--- config.mk ---
export PLATFORM = sky130hd
export DESIGN_NAME = bu2x_emit
export DESIGN_NICKNAME = d
export VERILOG_FILES = /design/src/rtl/bu2x_pkg.sv /design/src/rtl/bu2x_emit.sv
export SDC_FILE = /design/constraint.sdc
export NUM_CORES = 1
export LEC_CHECK = 0
export ABC_AREA = 1
export BUFFER_PORTS_ARGS = -buffer_cell sky130_fd_sc_hd__buf_2
export CORE_MARGIN = 2
export CORE_UTILIZATION = 35
export DETAILED_ROUTE_END_ITERATION = 10
export PLACE_DENSITY = 0.68
export SLEW_MARGIN = 20
export SYNTH_ARGS = -nofsm -noshare
export SYNTH_HDL_FRONTEND = slang
export SYNTH_SLANG_ARGS = --single-unit
--- constraint.sdc ---
create_clock -name vclk -period 5.4
set_clock_uncertainty 0.05 [all_clocks]
set_input_delay 1.35 -clock vclk [all_inputs]
set_output_delay 1.35 -clock vclk [all_outputs]
set_load 0.005 [all_outputs]
--- src/rtl/bu2x_pkg.sv ---
package bu2x_pkg;

  localparam int unsigned DIM_W   = 12;
  localparam int unsigned COORD_W = 12;
  localparam logic [DIM_W-1:0] RESET_DIM = 12'd64;
  localparam int unsigned SLOT_COUNT = 9;

  typedef enum logic [0:0] {
    REG_SRC_WIDTH  = 1'b0,
    REG_SRC_HEIGHT = 1'b1
  } reg_idx_e;

  // output slots of one source pixel: upper/middle/lower row, left/centre/right column
  typedef enum logic [3:0] {
    SLOT_UL = 4'd0,
    SLOT_UC = 4'd1,
    SLOT_UR = 4'd2,
    SLOT_ML = 4'd3,
    SLOT_MC = 4'd4,
    SLOT_MR = 4'd5,
    SLOT_LL = 4'd6,
    SLOT_LC = 4'd7,
    SLOT_LR = 4'd8
  } slot_e;

  typedef struct packed {
    logic [7:0] red_in;
    logic [7:0] green_in;
    logic [7:0] blue_in;
  } pix_t;

  typedef struct packed {
    logic [COORD_W-1:0] out_col;
    logic [COORD_W-1:0] out_row;
    logic [7:0]         red_out;
    logic [7:0]         green_out;
    logic [7:0]         blue_out;
    logic               run_last;
    logic               frame_done;
  } res_t;

  // the four source neighbours of the interpolation cell
  typedef struct packed {
    pix_t ul;
    pix_t up;
    pix_t left;
    pix_t cur;
  } nbr_t;

  function automatic logic [7:0] avg2_ch(logic [7:0] a, logic [7:0] b);
    logic [8:0] s;
    s = {1'b0, a} + {1'b0, b};
    return s[8:1];
  endfunction

  function automatic logic [7:0] avg4_ch(logic [7:0] a, logic [7:0] b,
                                         logic [7:0] c, logic [7:0] d);
    logic [9:0] s;
    s = {2'b00, a} + {2'b00, b} + {2'b00, c} + {2'b00, d};
    return s[9:2];
  endfunction

  function automatic pix_t avg2(pix_t a, pix_t b);
    pix_t r;
    r.red_in   = avg2_ch(a.red_in, b.red_in);
    r.green_in = avg2_ch(a.green_in, b.green_in);
    r.blue_in  = avg2_ch(a.blue_in, b.blue_in);
    return r;
  endfunction

  function automatic pix_t avg4(pix_t a, pix_t b, pix_t c, pix_t d);
    pix_t r;
    r.red_in   = avg4_ch(a.red_in, b.red_in, c.red_in, d.red_in);
    r.green_in = avg4_ch(a.green_in, b.green_in, c.green_in, d.green_in);
    r.blue_in  = avg4_ch(a.blue_in, b.blue_in, c.blue_in, d.blue_in);
    return r;
  endfunction

endpackage

--- src/rtl/bu2x_emit.sv ---
module bu2x_emit #(
  parameter int XW = 11,
  parameter int YW = 11
) (
  input  bu2x_pkg::nbr_t                  nbr_i,
  input  bu2x_pkg::slot_e                 slot_i,
  input  logic [XW-1:0]                   x_i,
  input  logic [YW-1:0]                   y_i,
  output bu2x_pkg::pix_t                  pix_o,
  output logic [bu2x_pkg::COORD_W-1:0]    col_o,
  output logic [bu2x_pkg::COORD_W-1:0]    row_o
);

  logic [XW+1:0] cx;
  logic [YW+1:0] cy;

  assign cx = {1'b0, x_i, 1'b0};
  assign cy = {1'b0, y_i, 1'b0};

  always_comb begin
    unique case (slot_i) inside
      bu2x_pkg::SLOT_UL: begin
        pix_o = bu2x_pkg::avg4(nbr_i.ul, nbr_i.up, nbr_i.left, nbr_i.cur);
      end
      bu2x_pkg::SLOT_UC, bu2x_pkg::SLOT_UR: begin
        pix_o = bu2x_pkg::avg2(nbr_i.up, nbr_i.cur);
      end
      bu2x_pkg::SLOT_ML, bu2x_pkg::SLOT_LL: begin
        pix_o = bu2x_pkg::avg2(nbr_i.left, nbr_i.cur);
      end
      default: begin
        pix_o = nbr_i.cur;
      end
    endcase
  end

  always_comb begin
    unique case (slot_i) inside
      bu2x_pkg::SLOT_UL, bu2x_pkg::SLOT_ML, bu2x_pkg::SLOT_LL: begin
        col_o = bu2x_pkg::COORD_W'(cx - (XW+2)'(1));
      end
      bu2x_pkg::SLOT_UC, bu2x_pkg::SLOT_MC, bu2x_pkg::SLOT_LC: begin
        col_o = bu2x_pkg::COORD_W'(cx);
      end
      default: begin
        col_o = bu2x_pkg::COORD_W'(cx + (XW+2)'(1));
      end
    endcase
  end

  always_comb begin
    unique case (slot_i) inside
      bu2x_pkg::SLOT_UL, bu2x_pkg::SLOT_UC, bu2x_pkg::SLOT_UR: begin
        row_o = bu2x_pkg::COORD_W'(cy - (YW+2)'(1));
      end
      bu2x_pkg::SLOT_ML, bu2x_pkg::SLOT_MC, bu2x_pkg::SLOT_MR: begin
        row_o = bu2x_pkg::COORD_W'(cy);
      end
      default: begin
        row_o = bu2x_pkg::COORD_W'(cy + (YW+2)'(1));
      end
    endcase
  end

endmodule

Yosys cells after proc, flatten, opt, wreduce, memory -nomap -nowiden
Index checks and enable logic that the tools add are counted.
{"block": "op_classes", "n_addsub": 19, "multipliers": 0, "n_div": 0, "magnitude_cmp": 0, "eq_ne": 7, "shifts": 0, "n_mux": 3, "bitwise_logic": 0, "n_reduce_logical": 7}
{"op": "adder 8 x 8 -> 9 bit", "n": 9}
{"op": "case mux 24 bit (3 select lines)", "n": 1}
{"op": "case mux 12 bit (2 select lines)", "n": 2}
{"op": "adder 10 x 8 -> 10 bit", "n": 3}
{"op": "adder 9 x 8 -> 10 bit", "n": 3}
{"op": "adder 12 x 1 -> 12 bit, second input constant", "n": 2}
{"op": "subtractor 12 x 1 -> 12 bit, second input constant", "n": 2}
{"op": "equality test 4 x 3 -> 1 bit, second input constant", "n": 4}
{"op": "OR reduction 3 bit", "n": 4}
{"op": "equality test 4 x 2 -> 1 bit, second input constant", "n": 2}
{"op": "equality test 4 x 1 -> 1 bit, second input constant", "n": 1}
{"op": "logical NOT 4 bit", "n": 1}
{"op": "OR reduction 2 bit", "n": 2}
{"block": "word_totals", "ff_bits": 0, "latchBits": 0, "ramBits": 0, "romBits": 0, "input_bits": 122, "output_inout_bits": 48, "elab_cells": 36, "n_memories": 0}

Longest topological paths before layout
Gate-level depths: netlist (run 1).
{"block": "depth", "depth_word": 4, "depth_mapped": 17}

Worst setup path before layout (run 1)
Ideal clock, no wire load.
{"block": "synth_path", "kind": "input -> output", "startpoint": "input port nbr_i[9] (netlist name)", "endpoint": "output port pix_o[15] (netlist name)", "arrival_time_ps": 3641, "t_required_ps": 4000, "setup_slack_ps": 359, "stages": 15, "n_path_buf": 0, "path_cell_list": "inv_1 > fa_1 > inv_1 > fa_1 > nand2_1 > nor2_1 > inv_1 > fa_1 > inv_1 > nand4_1 > o211ai_1 > nand2_1 > a21oi_1 > o21ai_0 > nand3_1"}
{"element": "start: declaration", "line_no": "bu2x_emit.sv:5", "source": "input bu2x_pkg::nbr_t nbr_i,"}
{"element": "end: declaration", "line_no": "bu2x_emit.sv:9", "source": "output bu2x_pkg::pix_t pix_o,"}

==> run_results.csv, run 1 <==
group,metric,value,unit
status,status,"complete, no violations",
placement,routabilityCongestion,0.870,
setup_path,crit_buf_inv,6,
setup_path,crit_fanout,6,
setup_path,start_kind,"input pin",
setup_path,required,4.00,ns
setup_path,crit_family,"adder cells",
floorplanning,fp.dieW,119,microns
route,drtIter0Drc,270,
floorplanning,initial_core_util,36.1,%
grt,overflow,0,
setup_path,worst-setup-path-type,"input pin to primary output",
route,firstDrtPassIters,5,
power,total_power,914,uW
route,wl_per_cell,12.3,microns
layout,clock_buffers,0,
floorplanning,die-area,0.0141,sq mm
layout,nNetsFinal,1145,
placement,dp_hpwl,11.4,mm
route,via_per_inst,4.71,
logic_synthesis,synthCells,737,
route,antenna_left,0,
route,drc,0,
logic_synthesis,syn-num-nets,954,
sta,fin_ws,0.0709,ns
logic_synthesis,yosysTopAreaCell,"fa_1",
logic_synthesis,synth_area,0.00460,sq mm
layout,fin_area,0.00601,sq mm
logic_synthesis,yosysSeqAreaShare,0,%
grt,grt_max_degree,34,
power,vdd_ir_drop_max,103,uV
layout,fin_util,47.3,%
placement,io_buffers,170,
grt,antenna_found_initial,1,
layout,drive_gt1_share,30.9,%
layout,seq_cell_count,0,
floorplanning,core_region_area,0.0127,sq mm
logic_synthesis,syn_avg_cell_area,6.24,sq um
placement,dp_cells,1090,
placement,dpl_worst_slack,-0.109,ns
power,leakage,3.49,nW
setup_path,path_cells,"buf_2, inv_1, fa_1, fa_1, inv_1, ha_2, nand2_1, inv_1, nand4_1, o211ai_1, buf_4, a21oi_2, o21ai_1, o211ai_1, buf_2",
floorplanning,rows,41,
setup_path,crit_top_cell,"inv_1",
grt,grt_util_all_layers,18.7,%
min_path,hold_path_class,"input pin to primary output",
floorplanning,io_pins,170,
power,power.density,152,mW/mm^2
sta,hold_viol,0,
job,drv_cap,0,
sta,slew_violations,0,
sta,rsz0062_at_grt,"yes",
sta,min_period,5.33,ns
layout,finalNonFillerCells,1099,
setup_path,cp_slowest_stage_delay,0.53,ns
placement,place_area,0.00577,sq mm
sta,maxSlewHeadroom,70.3,%
sta,setup_viol,0,
logic_synthesis,synth_warnings,0,
setup_path,worst_setup_path_end_kind,"primary output",
sta,max_freq,188,MHz
logic_synthesis,synth_area_leaders,"fa_1 (22%), inv_1 (16%), ha_1 (12%), nand2_1 (11%), nand3_1 (6.1%)",
route,num_vias,5177,
logic_synthesis,ys_types,40,
logic_synthesis,synth_top_area_share,22.2,%
route,drt-total-wl,13.5,mm
layout,syn_to_final_growth,30.8,%
layout,seq_area,0,sq um
setup_path,cp_slowest_cell,"fa_1",
grt,grt_pass1_wl,22.2,mm
grt,grt_pass1_vias,4910,
sta,tightest_slew,0.441,ns
sta,min_period_over_period,98.7,%
clock_network,ctsHoldBuffers,0,
setup_path,arrival,3.93,ns
sta,hold_ws,2.91,ns
sta,fin_tns_setup,0,ns
floorplanning,fp.dieH,119,microns
[metal layers]
metal	GRT usage (%)	routed length [microns]	vias to the layer above
met5	0	0	-
met4	1.79	112	0
met3	2.32	949	8
met2	34.0	6450	176
met1	24.3	6000	2310
li1	-	-	2683
[cells in the mapped netlist (all sizes together)]
cell      n
buf       7
nor3     11
o21bai    5
or2      10
xnor2     2
nor2     42
ha       44
a22oi     1
nand4    12
o211ai   12
a31oi     1
o31ai     1
a211oi    1
nand3    57
o221ai    3
a21oi    54
clkbuf    3
o21ai    52
xor2      9
and3      2
o21a      1
inv     207
fa       51
nand3b    2
o22a      1
nand2   146
[cell type report]
| cell class | instances | area (sq um) |
|---|---|---|
| well taps | 172 | 215 |
| diodes | 1 | 2.50 |
| multi-input cells | 520 | 3900 |
| fillers | 1391 | 6710 |
| inverters | 207 | 785 |
| repair buffers | 199 | 1110 |
[placed cells by master, fill, tap and decap left out, drive strengths merged, types with 2 or more instances in the layout]
cell | synthesis | final
xor2 | 9 | 9
ha | 44 | 44
xnor2 | 2 | 2
o211ai | 12 | 12
nand4 | 12 | 12
o21ai | 52 | 52
or2 | 10 | 10
o21bai | 5 | 5
nand3b | 2 | 2
o221ai | 3 | 3
nor3 | 11 | 11
nor2 | 42 | 42
a21oi | 54 | 54
buf | 7 | 199
nand2 | 146 | 146
nand3 | 57 | 57
and3 | 2 | 2
fa | 51 | 51
inv | 207 | 207
[tightest hold or removal path, stage by stage]
cell and delay (ns):
buf_2 0.09, xor2_1 0.05, buf_2 0.12
[power by group]
group	internal [mW]	leakage (nW)	switching (mW)
clock network	0.0000000248	0.00000634	0
registers	0	0	0
logic	0.404	3.49	0.511
total	0.404	3.49	0.511
[kinds of logic after synthesis]
kind of cell | count (synthesis) | synth area share [%]
AO/OA/AOI/OAI | 132 | 15.9
XOR/XNOR | 11 | 2.10
adder cells (fa/ha/maj) | 95 | 34.2
buffers and inverters | 217 | 18.1
AND/OR/NAND/NOR | 282 | 29.8
[final timing paths]
path	from	to	slack [ns]	cells past startpoint
setup / recovery	nbr_i[13]	pix_o[13]	0.07	15
hold / removal	y_i[10]	row_o[11]	2.91	3
[repair_timing]
item                                    CTS  global route
setup buffers                             2             6
gates cloned                              0             0
pin swaps                                10            36
endpoints found under the setup margin    2            12
resized for setup                         5            53
No activity file was read; power rests on OpenSTA's default activity.
==> run 2, diff against run 1 <==
--- a/config.mk
+++ b/config.mk
@@ -7,6 +7,7 @@
 export LEC_CHECK = 0
 export ABC_AREA = 1
 export BUFFER_PORTS_ARGS = -buffer_cell sky130_fd_sc_hd__buf_2
+export CORE_ASPECT_RATIO = 1.75
 export CORE_MARGIN = 2
 export CORE_UTILIZATION = 35
 export DETAILED_ROUTE_END_ITERATION = 10
==> constraint.sdc (replaced) <==
create_clock -name vclk -period 5.4
set_clock_uncertainty 0.05 [all_clocks]
set_input_delay 1.35 -clock vclk [all_inputs]
set_output_delay 1.35 -clock vclk [all_outputs]
set_load 0.02 [all_outputs]
==> run 2 against run 1 <==
  * Power up 11%
  * Sequential share of layout area unchanged
  * Worst hold slack better by 0.034 ns
  * Cell count decreased by 0.27%
  * Global-route usage up 0.51 points
  * Sequential cell count unchanged
  * Design area increased by 1.9%
  * First-iteration DRC count fell by 55%
  * Combinational power grew 12%
==> run_results.csv, run 2 (synthesis results as in run 1) <==
group,metric,value,unit
status,status,"complete, no violations",
setup_path,path_cells,"buf_2, inv_2, fa_1, fa_2, buf_6, fa_2, inv_2, nand4_1, o211ai_1, buf_4, a21oi_2, o21ai_1, o211ai_1, buf_4",
layout,syn_to_final_growth,33.3,%
layout,clock_buffers,0,
min_path,hold_path_class,"input pin to primary output",
floorplanning,fp.dieW,90.6,microns
power,power.density,166,mW/mm^2
grt,grt_max_degree,38,
job,drv_cap,0,
layout,drive_gt1_share,31.5,%
route,firstDrtPassIters,5,
sta,max_freq,188,MHz
route,antenna_left,0,
sta,rsz0062_at_grt,"yes",
grt,grt-busiest-layer,"met2",
route,num_vias,5297,
setup_path,cp_slowest_cell,"fa_1",
grt,antenna_found_initial,0,
floorplanning,fp.dieH,156,microns
setup_path,worst-setup-path-type,"input pin to primary output",
sta,hold_ws,2.94,ns
layout,nNetsFinal,1144,
layout,layout_commonest_cell,"inv_1",
power,total_power,1.02,mW
grt,met1_usage,18.3,%
layout,finalNonFillerCells,1096,
setup_path,crit_fanout,3,
layout,antenna_cells,0,
sta,maxSlewHeadroom,56.4,%
min_path,holdPathStages,3,
grt,grt_pass1_wl,22.6,mm
sta,hold_viol,0,
setup_path,start_kind,"input pin",
route,drtIter0Drc,121,
grt,grt_util_all_layers,19.2,%
floorplanning,initial_core_util,35.7,%
power,vdd_ir_drop_max,72.5,uV
sta,min_period_over_period,98.7,%
route,wl_per_cell,13.0,microns
placement,routabilityCongestion,0.830,
floorplanning,rows,55,
floorplanning,io_pins,170,
setup_path,required,4.00,ns
route,drt-total-wl,14.2,mm
grt,met2_usage,43.0,%
route,drc,0,
grt,grtUsageMet3,1.21,%
power,leakage,3.51,nW
sta,tightest_slew,0.652,ns
floorplanning,die-area,0.0141,sq mm
grt,overflow,0,
setup_path,arrival,3.93,ns
setup_path,crit_family,"adder cells",
sta,slew_violations,0,
layout,seq_cell_count,0,
placement,dp_hpwl,11.9,mm
grt,grt_pass1_vias,5246,
sta,min_period,5.33,ns
layout,final_cell_mix,"inv_1 (186), buf_2 (157), nand2_1 (127), nand3_1 (55), fa_1 (46)",
setup_path,cp.depth,14,
floorplanning,core_region_area,0.0129,sq mm
sta,setup_viol,0,
setup_path,worst_setup_path_end_kind,"primary output",
layout,seq_area,0,sq um
clock_network,ctsHoldBuffers,0,
route,via_per_inst,4.83,
setup_path,cp_slowest_stage_delay,0.57,ns
placement,dp_cells,1091,
setup_path,crit_buf_inv,6,
placement,io_buffers,170,
layout,fin_util,47.6,%
==> run 2: final timing paths <==
kind | from | endpoint | slack (ns)
worst max-delay path | nbr_i[26] | pix_o[5] | 0.07
worst min-delay path | y_i[10] | row_o[11] | 2.94
==> run 2: layout make-up <==
class                           instances  area, sq um
Fill cell                            1401         6740
Multi-Input combinational cell        521         3990
Inverter                              207          785
Tap cell                              171          214
Timing Repair Buffer                  197         1130
==> run 2: metrics by stage <==
step,setup WS (ns),cell area (sq um),TNS (ns)
after floorplan,0.259,4600,0
after global placement,-0.0455,5780,-0.0455
after global routing,-0.0974,6130,-0.143
after CTS,0.00804,5810,0
after detailed placement,-0.0763,5780,-0.157
final,0.0725,6130,0
==> run 2: per-layer routing <==
layer,vias up,part of all wire (%)
met1,2435,34
met4,0,1.5
met2,149,60
met3,23,4.0
met5,-,0
li1,2690,-
==> run 2: timing repair <==
action	CTS	global route
pin swaps	9	41
setup endpoints to repair	6	12
gates cloned	0	1
resized for setup	13	69
buffers inserted	0	4
hold endpoints to repair	0	0
==> run 2: where the power goes <==
part | leakage (nW) | internal (mW) | switching (mW)
sequential | 0 | 0 | 0
combinational | 3.51 | 0.441 | 0.577
clock | 0 | 0 | 0
==> run 3, diff against run 2 <==
--- a/config.mk
+++ b/config.mk
@@ -6,12 +6,13 @@
 export NUM_CORES = 1
 export LEC_CHECK = 0
 export ABC_AREA = 1
-export BUFFER_PORTS_ARGS = -buffer_cell sky130_fd_sc_hd__buf_2
+export BUFFER_PORTS_ARGS = -buffer_cell sky130_fd_sc_hd__clkbuf_2
 export CORE_ASPECT_RATIO = 1.75
 export CORE_MARGIN = 2
 export CORE_UTILIZATION = 35
 export DETAILED_ROUTE_END_ITERATION = 10
 export PLACE_DENSITY = 0.68
+export RECOVER_POWER = 50
 export SLEW_MARGIN = 20
 export SYNTH_ARGS = -nofsm -noshare
 export SYNTH_HDL_FRONTEND = slang
==> run 3 against run 2 <==
  * Highest routed layer unchanged
  * Routed wire length grew 1.6%
  * Combinational power is essentially flat
  * Die area is the same
  * Critical path depth grew 3
  * Utilization grew 0.50 points
  * Critical path type unchanged
  * Global-route usage is essentially flat
  * Maximum frequency is essentially flat
  * Sequential cell count is the same
  * Largest cell class unchanged
  * Worst hold slack gained 0.026 ns
  * Setup slack lost 0.0014 ns
==> run_results.csv, run 3 (synthesis results as in run 1) <==
group,metric,value,unit
min_path,holdPathStages,3,
setup_path,arrival,3.93,ns
grt,grt_pass1_vias,5174,
sta,fin_ws,0.0712,ns
setup_path,worst_setup_path_end_kind,"primary output",
min_path,hold_path_class,"input pin to primary output",
route,num_vias,5346,
setup_path,crit_fanout,3,
placement,io_buffers,170,
route,drt-total-wl,14.5,mm
setup_path,cp_slowest_stage_delay,0.54,ns
floorplanning,fp.dieH,156,microns
power,leakage,3.55,nW
setup_path,worst-setup-path-type,"input pin to primary output",
layout,final_cell_mix,"inv_1 (183), clkbuf_2 (145), nand2_1 (126), nand3_1 (55), fa_1 (46)",
placement,dpl_worst_slack,-0.107,ns
layout,fin_util,48.1,%
floorplanning,fp.dieW,90.6,microns
sta,maxSlewHeadroom,54.4,%
layout,multi_input_area,0.00401,sq mm
layout,seq_area,0,sq um
setup_path,cp.depth,17,
sta,min_period,5.33,ns
layout,antenna_cells,0,
floorplanning,rows,55,
layout,fin_area,0.00619,sq mm
sta,setup_viol,0,
route,via_per_inst,4.84,
layout,drive_gt1_share,31.4,%
grt,grt_pass1_wl,22.5,mm
setup_path,required,4.00,ns
placement,place_area,0.00580,sq mm
placement,routabilityCongestion,0.824,
power,combPwrFrac,100.0,%
floorplanning,die-area,0.0141,sq mm
route,drtIter0Drc,148,
floorplanning,io_pins,170,
grt,grt_util_all_layers,19.2,%
job,drv_cap,0,
setup_path,crit_family,"adder cells",
placement,dp_cells,1094,
setup_path,crit_buf_inv,6,
power,seqPwrFrac,0,%
sta,slew_violations,0,
power,power.density,167,mW/mm^2
grt,antenna_found_initial,0,
route,firstDrtPassIters,5,
power,total_power,1.04,mW
layout,finalNonFillerCells,1104,
floorplanning,initial_core_util,35.7,%
placement,dp_hpwl,12.0,mm
sta,rsz0062_at_grt,"yes",
layout,nNetsFinal,1152,
setup_path,path_cells,"buf_8, inv_4, fa_1, inv_2, fa_1, nand2_1, nor2_2, inv_1, fa_2, inv_2, nand4_1, o211ai_1, nand2_1, a21oi_2, o21ai_1, nand3_1, clkbuf_8",
floorplanning,core_region_area,0.0129,sq mm
sta,tightest_slew,0.682,ns
layout,seq_cell_count,0,
layout,clock_buffers,0,
power,vdd_ir_drop_max,110,uV
power,power.net_switching,586,uW
grt,grt_max_degree,32,
power,p_int,450,uW
sta,hold_ws,2.97,ns
layout,layout_commonest_cell,"inv_1",
route,antenna_left,0,
route,wl_per_cell,13.1,microns
layout,nFillCells,1372,
layout,syn_to_final_growth,34.7,%
sta,fin_tns_setup,0,ns
sta,max_freq,188,MHz
sta,hold_viol,0,
power,switching_share,56.5,%
setup_path,cp_slowest_cell,"fa_1",
route,drc,0,
status,status,"complete, no violations",
sta,min_period_over_period,98.7,%
setup_path,start_kind,"input pin",
grt,overflow,0,
power,p_clk_share,0,%
run 3: changes by cell type in the layout (fill, tap and decap cells not counted), moves of 2 or more:
cell,previous run,this run
buf_2,157,1
clkbuf_2,0,145
clkbuf_1,0,11
buf_4,29,37
inv_1,186,183
inv_2,18,21
buf_6,9,7
clkbuf_8,0,2
run 3: worst paths after layout:
| path | from | to | slack [ns] |
|---|---|---|---|
| worst max-delay path | nbr_i[9] | pix_o[15] | 0.07 |
| worst min-delay path | y_i[10] | row_o[11] | 2.97 |
run 3: repair_timing:
action,in CTS,in global routing
buffers inserted,3,7
gates cloned,0,1
resized for setup,14,80
hold buffers,0,0
setup endpoints to repair,5,15
pin swaps,11,51
run 3: layer usage:
| layer | vias to the layer above | wire length (microns) | track usage (%) |
|---|---|---|---|
| met5 | - | 0 | 0 |
| met4 | 0 | 336 | 3.59 |
| met3 | 24 | 636 | 1.11 |
| met2 | 157 | 8500 | 42.1 |
| met1 | 2462 | 4990 | 19.0 |
| li1 | 2703 | - | - |
run 3: cell type report:
cell class	instances	area share [%]
Timing Repair Buffer	205	19.2
Tap cell	171	3.46
Inverter	207	12.7
Multi-Input combinational cell	521	64.7
run 3: power groups by stage:
stage | registers, mW | clock network (mW) | logic, mW
final | 0 | 0 | 1.04
after global routing | 0 | 0 | 1.17
after CTS | 0 | 0 | 0.899
after detailed placement | 0 | 0 | 0.876
after global placement | 0 | 0 | 0.862
after floorplan | 0 | 0 | 0.591
run 3: worst min-delay path, delay by kind of cell:
kind                      cells  cell delay [ns]
xor gates and xnor gates      1             0.06
buffers and inverters         2             0.26
